**config.mk**
```make
export PLATFORM = sky130hd
export DESIGN_NAME = bpfa_ctrl
export DESIGN_NICKNAME = d
export VERILOG_FILES = /design/src/hdl/bpfa_pkg.sv /design/src/hdl/bpfa_ctrl.sv
export SDC_FILE = /design/constraint.sdc
export NUM_CORES = 1
export LEC_CHECK = 0
export BUFFER_PORTS_ARGS = -buffer_cell sky130_fd_sc_hd__clkbuf_2
export CORE_AREA = 5 5 42 44
export CTS_BUF_LIST = sky130_fd_sc_hd__clkbuf_4 sky130_fd_sc_hd__clkbuf_8 sky130_fd_sc_hd__clkbuf_16
export CTS_CLUSTER_SIZE = 40
export DETAILED_ROUTE_END_ITERATION = 8
export DIE_AREA = 0 0 47 49
export PLACE_DENSITY = 0.51
export SYNTH_ARGS = -nofsm -noshare
export SYNTH_HDL_FRONTEND = slang
export SYNTH_SLANG_ARGS = --single-unit
```
**constraint.sdc**
```tcl
create_clock -name clk -period 1.5 [get_ports clk]
set_clock_uncertainty 0.05 [all_clocks]
set_input_delay 0.225 -clock clk [delete_from_list [all_inputs] [get_ports clk]]
set_output_delay 0.225 -clock clk [all_outputs]
set_load 0.03 [all_outputs]
```
**src/hdl/bpfa_pkg.sv**
```systemverilog
// ----------------------------------------------------------------------------
// bpfa_pkg
// Shared sizes, request and status codes, controller states and the
// command/status bundles between the page allocator controller and datapath.
// ----------------------------------------------------------------------------
package bpfa_pkg;

  // map geometry
  localparam int MAP_PAGES  = 65536;
  localparam int PAGE_BYTES = 4096;
  localparam int WORD_BITS  = 64;
  localparam int BIT_W      = $clog2(WORD_BITS);
  localparam int PAGE_SHIFT = $clog2(PAGE_BYTES);
  localparam int MAP_WORDS  = (MAP_PAGES + WORD_BITS - 1) / WORD_BITS;
  localparam int WI_W       = (MAP_WORDS > 1) ? $clog2(MAP_WORDS) : 1;
  localparam int PAGE_W     = $clog2(MAP_PAGES);

  // field widths
  localparam int KIND_W   = 3;
  localparam int ADDR_W   = 28;
  localparam int COUNT_W  = 17;
  localparam int STATUS_W = 2;
  localparam int CNT_W    = 32;

  // range arithmetic width, wide enough for first page + count and for MAP_PAGES
  localparam int FIRST_W  = ADDR_W - PAGE_SHIFT;
  localparam int SPAN_A   = (FIRST_W > COUNT_W) ? FIRST_W : COUNT_W;
  localparam int SPAN_B   = (SPAN_A > PAGE_W + 1) ? SPAN_A : PAGE_W + 1;
  localparam int SPAN_W   = SPAN_B + 1;

  typedef logic [KIND_W-1:0]   kind_t;
  typedef logic [STATUS_W-1:0] status_t;

  // request kinds
  localparam kind_t KIND_FREE      = 3'd0;
  localparam kind_t KIND_LOCK      = 3'd1;
  localparam kind_t KIND_RESERVE   = 3'd2;
  localparam kind_t KIND_UNRESERVE = 3'd3;
  localparam kind_t KIND_ALLOC     = 3'd4;

  // result status codes
  localparam status_t ST_OK        = 2'd0;
  localparam status_t ST_NO_FREE   = 2'd1;
  localparam status_t ST_RANGE_OUT = 2'd2;

  typedef enum logic [2:0] {
    S_CLEAR,
    S_IDLE,
    S_SETUP,
    S_RANGE,
    S_SCAN_START,
    S_SCAN,
    S_FINISH
  } state_t;

  // controller to datapath
  typedef struct packed {
    logic clear_wr;
    logic load_req;
    logic setup;
    logic range_wr;
    logic range_done;
    logic scan_issue;
    logic scan_take;
    logic scan_fail;
    logic out_load;
  } cmd_t;

  // datapath to controller
  typedef struct packed {
    logic clr_last;
    logic kind_range;
    logic kind_alloc;
    logic range_empty;
    logic range_last;
    logic found;
    logic chk_last;
    logic out_free;
  } sts_t;

endpackage

```
**src/hdl/bpfa_ctrl.sv**
```systemverilog
// ----------------------------------------------------------------------------
// bpfa_ctrl
// Sequencer for the page allocator: clearing pass after reset, request
// setup, word-by-word range update, allocate scan and result hand-off.
// ----------------------------------------------------------------------------
module bpfa_ctrl (
  input  logic           clk,
  input  logic           rst,
  input  logic           in_valid,
  output logic           in_ready,
  input  bpfa_pkg::sts_t st,
  output bpfa_pkg::cmd_t cmd
);
  import bpfa_pkg::*;

  state_t state;
  state_t state_next;

  // state register
  always_ff @(posedge clk) begin
    if (rst) begin
      state <= S_CLEAR;
    end else begin
      state <= state_next;
    end
  end

  // next state
  always_comb begin
    state_next = state;
    unique case (state)
      S_CLEAR: begin
        if (st.clr_last) state_next = S_IDLE;
      end
      S_IDLE: begin
        if (in_valid) state_next = S_SETUP;
      end
      S_SETUP: begin
        if (st.kind_range) begin
          state_next = S_RANGE;
        end else if (st.kind_alloc) begin
          state_next = S_SCAN_START;
        end else begin
          state_next = S_FINISH;
        end
      end
      S_RANGE: begin
        if (st.range_empty || st.range_last) state_next = S_FINISH;
      end
      S_SCAN_START: begin
        state_next = S_SCAN;
      end
      S_SCAN: begin
        if (st.found || st.chk_last) state_next = S_FINISH;
      end
      S_FINISH: begin
        if (st.out_free) state_next = S_IDLE;
      end
      default: state_next = S_CLEAR;
    endcase
  end

  // outputs
  always_comb begin
    cmd      = '0;
    in_ready = 1'b0;
    unique case (state)
      S_CLEAR: begin
        cmd.clear_wr = 1'b1;
      end
      S_IDLE: begin
        in_ready     = 1'b1;
        cmd.load_req = in_valid;
      end
      S_SETUP: begin
        cmd.setup = 1'b1;
      end
      S_RANGE: begin
        cmd.range_wr   = !st.range_empty;
        cmd.range_done = st.range_empty || st.range_last;
      end
      S_SCAN_START: begin
        cmd.scan_issue = 1'b1;
      end
      S_SCAN: begin
        cmd.scan_take  = st.found;
        cmd.scan_fail  = !st.found && st.chk_last;
        cmd.scan_issue = !st.found && !st.chk_last;
      end
      S_FINISH: begin
        cmd.out_load = st.out_free;
      end
      default: begin
        cmd = '0;
      end
    endcase
  end

endmodule

```
==> results of run 1 <==
## synth_stat cells
cell type	number
o21ai_0	3
nor3b_1	2
inv_1	2
nand2_1	2
o21ai_1	1
nor2_1	8
and4b_1	2
buf_2	1
buf_4	1
o211ai_1	1
nand3b_1	1
o41ai_2	1
nor2b_1	3
a21oi_1	3
o31ai_1	1
dfxtp_1	3
mux4_2	1
nand2b_1	1
and3_1	1
nor3_1	1
nor3b_2	1
clkbuf_1	1
and2_1	2
## placed cells by master (no fill, tap or decap)
cell type	n
nor3b_4	1
nor3b_1	2
clkbuf_4	4
nor2_2	1
and4b_1	2
o41ai_2	1
o31ai_1	1
inv_1	2
nor2_1	7
nand3b_1	1
mux4_2	1
o211ai_1	1
o21ai_0	3
and3_1	1
clkbuf_8	1
nand2_1	2
nor2b_1	2
clkbuf_2	12
buf_8	1
nor2b_4	1
nor3_1	1
o21ai_2	1
and2_4	1
buf_6	3
a21oi_1	3
buf_2	3
and2_1	1
buf_4	7
dfxtp_4	3
nand2b_1	1
## layer usage
layer  global-route usage [%]  vias up
li1                         -      209
met1                     11.2      192
met2                     14.9       15
met3                     3.32        0
met4                     6.91        0
met5                        0        -
## worst max-delay path: stages, from the launching register on
cell and delay [ns]:
dfxtp_4 0.35, buf_6 0.14, nor2b_4 0.11, and4b_1 0.22, clkbuf_8 0.16
## cell type report
cell class / instances / share of cell area (%)
Clock buffer: 4 / 5.25
Inverter: 2 / 1.31
Multi-Input combinational cell: 35 / 44.2
Sequential cell: 3 / 12.5
Tap cell: 16 / 3.50
Timing Repair Buffer: 27 / 33.3
## cells by family (layout without fill, tap and decap cells)
| family | count (synthesis) | in the layout | share of synthesized area [%] |
|---|---|---|---|
| and+or+nand+nor | 24 | 24 | 45.0 |
| DFF | 3 | 3 | 19.1 |
| AOI/OAI and AO/OA | 10 | 10 | 21.1 |
| muxes | 1 | 1 | 7.17 |
| buffers and inverters | 5 | 33 | 7.57 |
## final timing paths
kind,depth (start not counted),slack (ns),to
worst max-delay path,4,0.02,cmd[1]
worst min-delay path,2,0.17,state[2]
worst max register to register,3,0.04,state[0]
worst min register to register,2,0.49,state[2]
## what timing repair did
action / CTS / global route
endpoints found under the setup margin: 8 / 10
buffers inserted: 1 / 1
hold buffers: 0 / 0
pin swaps: 2 / 2
gates resized for setup: 15 / 15
cloned: 0 / 0
## where the power goes
group	switching, mW	internal (mW)
Sequential	0.0526	0.128
Combinational	0.341	0.312
Clock	0.0445	0.118
==> summary.md, run 1 <==
| Metric | Value |
|---|---|
| Status | `completed` |
| Multi-input gate area | `253 µm²` |
| Final Instance Count excl. Fillers | `87` |
| Wire length on met3 | `73 µm` |
| Die Ht | `49 µm` |
| Core Util, Final | `40.8%` |
| Arr. time, crit path | `1.21 ns` |
| Overall routing resource usage | `9.93%` |
| RePlAce Congestion | `0.833` |
| Max reg flops | `3` |
| # clock sinks | `3` |
| Core Region | `0.00140 mm²` |
| First-pass GRT wire length | `1670 µm` |
| Fin. Hold Viols | `0` |
| Hold Path Class | `in2reg` |
| Nets | `83` |
| Pre-CTS WS | `0.0392 ns` |
| Final wirelength | `975 µm` |
| Initial DRC Count | `4` |
| Tmin final | `1.48 ns` |
| Dpl cells | `81` |
| Synth Cell Area | `314 µm²` |
| Worst-case headroom to the max-slew limit | `82.8%` |
| Final Slew Violations | `0` |
| # port buffers | `20` |
| Final WS setup | `0.0151 ns` |
| Max Fanout on Critical Path | `6` |
| Sequential fraction of the synthesis area | `19.1%` |
| FMAX | `0.673 GHz` |
| Die area | `0.00230 mm²` |
| Total I/O pin count | `21` |
| Antenna Nets Post-Route | `0` |
| Unique masters post-synth | `23` |
| GRT overflow | `0` |
| Number of fill cells | `171` |
| DR WL met2 | `488 µm` |
| Vias in the first global route | `428` |
| RSZ-0062 raised after global routing | `true` |
| Worst r2r src | `state[0]` |
| Gate Count Post-Synth | `43` |
| Flops & latches, synth | `3` |
| Die Wd | `47 µm` |
| Starting Density | `22.4%` |
| Max-Cap Viols | `0` |
| Final period util | `99.0%` |
| Worst-Skew Late Latency | `0.23 ns` |
| CP Class | `reg2out` |
| Antenna Cells | `0` |
| Share of layout cells above drive strength 1 | `57.7%` |
| Post-DP Area | `462 µm²` |
| Syn Area/Cell | `7.30 µm²` |
| Root buf cell | `clkbuf_4` |
| Row count | `14` |
| Bufs on Longest Clock Path | `2` |
| Setup crit end kind | `output port` |
| Pwr Density | `1740 mW/mm²` |
| Largest net degree at the start of global routing | `8` |
| Leak | `0.275 nW` |
| Tightest Pin Transition | `0.257 ns` |
| CP Launch Type | `flop` |
| Power, Total | `0.996 mW` |
| Yosys top cell area share | `19.1%` |
| Avg WL per Cell | `11.2 µm` |
| Biggest regs | `state (3)` |
| H-tree lvl count | `1` |
| Post-Syn Nets | `54` |
| CTS Buf Count | `3` |
| Fin area | `572 µm²` |
| Critical path startpoint | `state[1]` |
| Synth area leaders | `dfxtp_1 (19%), nor2_1 (9.6%), mux4_2 (7.2%)` |
| DRC Markers | `0` |
| Max layer used | `met3` |
| Worst EP required | `1.22 ns` |
| Antenna violations before repair | `0` |
| Pre-antenna DRT Iters | `2` |
| Final TNS setup | `0 ns` |
| Min Hold Slack | `0.171 ns` |
| Post-Route M1 WL | `413 µm` |
| CTS tree | `yes` |
| Vias | `416` |
| Hold path startpoint | `rst` |
| Most flops, register | `state` |
| Register area | `71.3 µm²` |
| Setup violators final | `0` |
| Peak VDD IR | `666 µV` |
| Vias per inst | `4.78` |
| Area Overhead vs Synth | `82.1%` |
| Clock-pin slew on the worst setup and hold paths | `0.04 ns` |
| HPWL Detailed | `733 µm` |
| Synth Warn # | `0` |
| Synth area leader | `dfxtp_1` |
Power figures use the tool's default switching activity.
==> run 2, diff against run 1 <==
==> constraint.sdc (replaced) <==
create_clock -name clk -period 1.5 [get_ports clk]
set_clock_uncertainty 0.05 [all_clocks]
set_input_delay 0.15 -clock clk [delete_from_list [all_inputs] [get_ports clk]]
set_output_delay 0.15 -clock clk [all_outputs]
set_load 0.03 [all_outputs]
==> run 2 against run 1 <==
Against the previous run: non-clock buffer count shrank 2; total power shrank 6.0%; register-to-register slack improved by 0.03 ns; design area is 8.1% lower; via count down 6.5%; sequential share of layout area rose by 0.15 points; sequential power is 4% lower; die area unchanged; critical path depth fell by 1; core utilization fell by 3.3 points; clock power barely moved; maximum frequency rose by 3.6%; critical path type is now reg2reg; largest power group unchanged.
==> summary.md, run 2 (synthesis gave the netlist of run 1 again) <==
| Metric | Value |
|---|---|
| Status | `completed` |
| Die area | `0.00230 mm² (unchanged)` |
| RSZ-0062 raised after global routing | `false` |
| Worst r2r src | `state[0]` |
| Setup crit end kind | `flop` |
| Bufs on Longest Clock Path | `2 (unchanged)` |
| Slowest cell delay on critical path | `0.51 ns (+0.16 ns)` |
| Setup violators final | `0 (unchanged)` |
| Vias | `389 (-6.5%)` |
| Worst path cell trace | `nor3b_1 -> mux4_2 -> o41ai_2` |
| Final WS setup | `0.0662 ns (+0.0511 ns)` |
| Antenna Cells | `0 (unchanged)` |
| Fin. Hold Viols | `0 (unchanged)` |
| CTS Buf Count | `3 (unchanged)` |
| Number of fill cells | `171 (unchanged)` |
| Biggest regs | `state (3)` |
| Initial DRC Count | `3 (-1)` |
| Buf/Inv on CP | `0 (-2)` |
| Die Wd | `47 µm (unchanged)` |
| # clock sinks | `3 (unchanged)` |
| Starting Density | `22.4% (unchanged)` |
| Largest net degree at the start of global routing | `10 (+2)` |
| Min Hold Slack | `0.102 ns (-0.0690 ns)` |
| Worst-case headroom to the max-slew limit | `82.2% (-0.57 points)` |
| Pre-CTS WS | `0.0794 ns (+0.0402 ns)` |
| Arr. time, crit path | `1.52 ns (+0.31 ns)` |
| Row count | `14 (unchanged)` |
| Hold Buf Count CTS | `0 (unchanged)` |
| Final wirelength | `976 µm (+0.10%)` |
| Total I/O pin count | `21 (unchanged)` |
| FMAX | `0.697 GHz (+3.6%)` |
| Share of layout cells above drive strength 1 | `53.6% (-4.1 points)` |
| Antenna violations before repair | `0 (unchanged)` |
| Max Fanout on Critical Path | `6 (unchanged)` |
| Overall routing resource usage | `10.5% (+0.58 points)` |
| DRC Markers | `0 (unchanged)` |
| Pwr Density | `1780 mW/mm² (+2.3%)` |
| Core Region | `0.00140 mm² (unchanged)` |
| Slowest cell on the critical path | `mux4_2` |
| Post-DP Area | `454 µm² (-1.6%)` |
| Worst-Skew Late Latency | `0.24 ns (about the same)` |
| CTS tree | `yes` |
| Tmin final | `1.43 ns (-0.0511 ns)` |
| RePlAce Congestion | `0.820 (-1.6%)` |
| Max-Cap Viols | `0 (unchanged)` |
| # port buffers | `20 (unchanged)` |
| Max reg flops | `3 (unchanged)` |
| Hold path startpoint | `rst` |
| Area Overhead vs Synth | `67.3%` |
| Vias in the first global route | `418 (-2.3%)` |
| Clock-pin slew on the worst setup and hold paths | `0.04 ns (about the same)` |
| Commonest cells after routing, fill and taps aside | `clkbuf_2 (15), nor2_1 (8), clkbuf_4 (5)` |
| HPWL Detailed | `756 µm (+3.1%)` |
| Crit-path leading delay family | `multiplexers` |
| Most flops, register | `state` |
| First-pass GRT wire length | `1760 µm (+5.4%)` |
| Fin area | `526 µm² (-8.1%)` |
| Pre-antenna DRT Iters | `2 (unchanged)` |
| Final Slew Violations | `0 (unchanged)` |
| Critical path startpoint | `state[0]` |
| Peak VDD IR | `675 µV (+1.4%)` |
| CP Class | `reg2reg` |
| Root buf cell | `clkbuf_4` |
| Final TNS setup | `0 ns (unchanged)` |
| Final period util | `95.6% (-3.4 points)` |
| Tightest Pin Transition | `0.266 ns (+0.00851 ns)` |
| Antenna Nets Post-Route | `0 (unchanged)` |
| CP Launch Type | `flop` |
| Leak | `0.259 nW (-5.7%)` |
| H-tree lvl count | `1 (unchanged)` |
| GRT overflow | `0 (unchanged)` |
| Worst EP required | `1.59 ns (+0.37 ns)` |
| Nets | `81 (-2.4%)` |
| Most common cell after layout, fill and taps aside | `clkbuf_2` |
| Vias per inst | `4.58 (-4.3%)` |
| Avg WL per Cell | `11.5 µm (+2.5%)` |
| Die Ht | `49 µm (unchanged)` |
| Hold Path Class | `in2reg` |
==> run 2: cell types whose count changed in the layout (fill, tap and decap cells not counted), moves of 2 or more <==
cell and delta:
buf_4 -3, dfxtp_4 -2, clkbuf_2 +3, dfxtp_2 +2
==> run 2: metrics by stage <==
stage | total power [mW] | util, % | cells
floorplan | 0.545 | - | 43
global placement | 0.697 | 32.4 | 80
detailed placement | 0.698 | 32.4 | 80
CTS | 0.897 | 35.7 | 84
global route | 1.01 | 37.5 | 85
finish | 0.936 | 37.5 | 85
==> run 2: per-layer routing <==
layer / part of all wire, % / track usage, % / vias to the layer above / wire [µm]
met5: 0 / 0 / - / 0
met4: 0 / 8.29 / 0 / 0
met3: 7.3 / 3.32 / 0 / 71
met2: 46 / 13.3 / 15 / 447
met1: 47 / 13.9 / 169 / 457
li1: - / - / 205 / -
==> run 2: cell type report <==
| type | instances | area, µm² | share of cell area [%] |
|---|---|---|---|
| clock buffers | 4 | 30.0 | 5.71 |
| inverters | 2 | 7.51 | 1.43 |
| multi-input cells | 35 | 241 | 46.0 |
| flip-flops and latches | 3 | 66.3 | 12.6 |
| well taps | 16 | 20.0 | 3.81 |
| repair buffers | 25 | 160 | 30.5 |
==> run 2: power breakdown <==
group	switching (mW)	internal, mW
Combinational	0.324	0.274
Clock	0.0468	0.118
Sequential	0.0509	0.122
Total	0.422	0.514
==> run 2: final timing paths <==
kind              cells past startpoint  endpoint  slack, ns
setup reg to reg                      3  state[0]       0.07
hold / removal                        2  state[2]       0.10
setup / recovery                      3  state[0]       0.07
hold reg to reg                       3  state[2]       0.58
==> run 2: what timing repair did <==
item,4_1_cts,5_1_grt
pin swaps,0,2
setup buffers,0,1
gates resized for setup,6,11
endpoints found under the setup margin,4,7
==> run 3, diff against run 2 <==
--- a/config.mk
+++ b/config.mk
@@ -11,6 +11,7 @@
 export CTS_CLUSTER_SIZE = 40
 export DETAILED_ROUTE_END_ITERATION = 8
 export DIE_AREA = 0 0 47 49
+export MAX_ROUTING_LAYER = met4
 export PLACE_DENSITY = 0.51
 export SYNTH_ARGS = -nofsm -noshare
 export SYNTH_HDL_FRONTEND = slang
==> run 3 against run 2 <==
Against the previous run: die area is the same; sequential power is essentially flat; clock power is essentially flat; clock-buffer cell count is the same; maximum frequency is the same; sequential cell count is the same.
==> summary.md, run 3 (synthesis gave the netlist of run 1 again) <==
| Metric | Value |
|---|---|
| Die Ht | `49 µm (unchanged)` |
| Worst path cell trace | `nor3b_1 -> mux4_2 -> o41ai_2` |
| Pre-CTS WS | `0.0794 ns (unchanged)` |
| Nets | `81 (unchanged)` |
| First-pass GRT wire length | `1760 µm (unchanged)` |
| Final period util | `95.6% (unchanged)` |
| Worst-Skew Late Latency | `0.24 ns (about the same)` |
| Min Hold Slack | `0.102 ns (unchanged)` |
| RSZ-0062 raised after global routing | `false` |
| Setup violators final | `0 (unchanged)` |
| Die area | `0.00230 mm² (unchanged)` |
| Vias | `389 (unchanged)` |
| Max Fanout on Critical Path | `6 (unchanged)` |
| Total I/O pin count | `21 (unchanged)` |
| DRC Markers | `0 (unchanged)` |
| Slowest cell on the critical path | `mux4_2` |
| Multi-input gate area | `241 µm² (unchanged)` |
| Fin area | `526 µm² (unchanged)` |
| Status | `completed` |
| Vias per inst | `4.58 (unchanged)` |
| Max-Cap Viols | `0 (unchanged)` |
| Initial DRC Count | `3 (unchanged)` |
| CP Class | `reg2reg` |
| # clock sinks | `3 (unchanged)` |
| H-tree lvl count | `1 (unchanged)` |
| Vias in the first global route | `418 (unchanged)` |
| Antenna violations before repair | `0 (unchanged)` |
| Root buf cell | `clkbuf_4` |
| Avg WL per Cell | `11.5 µm (unchanged)` |
| Arr. time, crit path | `1.52 ns (about the same)` |
| Die Wd | `47 µm (unchanged)` |
| Peak VDD IR | `675 µV (unchanged)` |
| Leak | `0.259 nW (unchanged)` |
| RePlAce Congestion | `0.832 (+1.5%)` |
| Pre-antenna DRT Iters | `2 (unchanged)` |
| Worst EP required | `1.59 ns (about the same)` |
| Bufs on Longest Clock Path | `2 (unchanged)` |
| Clock-pin slew on the worst setup and hold paths | `0.04 ns (about the same)` |
| # port buffers | `20 (unchanged)` |
| Buf/Inv on CP | `0 (unchanged)` |
| Final TNS setup | `0 ns (unchanged)` |
| Antenna Nets Post-Route | `0 (unchanged)` |
| Core Util, Final | `37.5% (unchanged)` |
| CTS Buf Count | `3 (unchanged)` |
| Most flops, register | `state` |
| Pwr Density | `1780 mW/mm² (about the same)` |
| Hold Path Class | `in2reg` |
| Commonest cells after routing, fill and taps aside | `clkbuf_2 (15), nor2_1 (8), clkbuf_4 (5)` |
| Post-DP Area | `454 µm² (unchanged)` |
| Fin. Hold Viols | `0 (unchanged)` |
| Slowest cell delay on critical path | `0.51 ns (about the same)` |
| Dpl cells | `80 (unchanged)` |
| Most common cell after layout, fill and taps aside | `clkbuf_2` |
| Core Region | `0.00140 mm² (unchanged)` |
| Overall routing resource usage | `10.8% (+0.27 points)` |
| Tightest Pin Transition | `0.266 ns (-0.000000715 ns)` |
| GRT overflow | `0 (unchanged)` |
| Tmin final | `1.43 ns (unchanged)` |
| Power, Total | `0.936 mW (about the same)` |
| Number of fill cells | `171 (unchanged)` |
| Crit-path leading delay family | `multiplexers` |
| Final wirelength | `976 µm (unchanged)` |
| Area Overhead vs Synth | `67.3% (unchanged)` |
| Biggest regs | `state (3)` |
| Final Instance Count excl. Fillers | `85 (unchanged)` |
| Row count | `14 (unchanged)` |
| FMAX | `0.697 GHz (unchanged)` |
| Final Slew Violations | `0 (unchanged)` |
| Antenna Cells | `0 (unchanged)` |
| Register area | `66.3 µm² (unchanged)` |
| Hold Buf Count CTS | `0 (unchanged)` |
| Max reg flops | `3 (unchanged)` |
| Worst-case headroom to the max-slew limit | `82.2% (about the same)` |
| Flop2flop setup slack | `0.07 ns (about the same)` |
| Largest net degree at the start of global routing | `10 (unchanged)` |
| HPWL Detailed | `756 µm (unchanged)` |
| Starting Density | `22.4% (unchanged)` |
| Setup crit end kind | `flop` |
| CP Launch Type | `flop` |
| Share of layout cells above drive strength 1 | `53.6% (unchanged)` |
| CTS tree | `yes` |
| Final WS setup | `0.0662 ns (unchanged)` |
-- run 3: per-layer routing --
layer  global-route usage, %  share of wire [%]  up-vias
met5                       -                  0        -
met4                    8.29                  0        0
met3                    2.58                5.7        0
met2                    13.3                 46       15
met1                    14.3                 48      169
li1                        -                  -      205
-- run 3: worst paths after layout --
kind / cells after the start / endpoint / start
min: 2 / state[2] / rst
max: 3 / state[0] / state[0]
min reg2reg: 3 / state[2] / state[1]
max reg2reg: 3 / state[0] / state[0]
-- run 3: power by group --
group          switching [mW]  total (mW)  internal, mW
combinational           0.324       0.598         0.274
clock                  0.0468       0.165         0.118
sequential             0.0509       0.173         0.122
total                   0.422       0.936         0.514
-- run 3: area by class of cell --
class                   instances  share of cell area, %
multi-input cells              35                   46.0
repair buffers                 25                   30.5
flip-flops and latches          3                   12.6
clock buffers                   4                   5.71
well taps                      16                   3.81
inverters                       2                   1.43
-- run 3: what timing repair did --
action	4_1_cts	5_1_grt
setup buffers	0	1
setup endpoints to repair	4	7
pin swaps	0	2
resized for setup	6	11
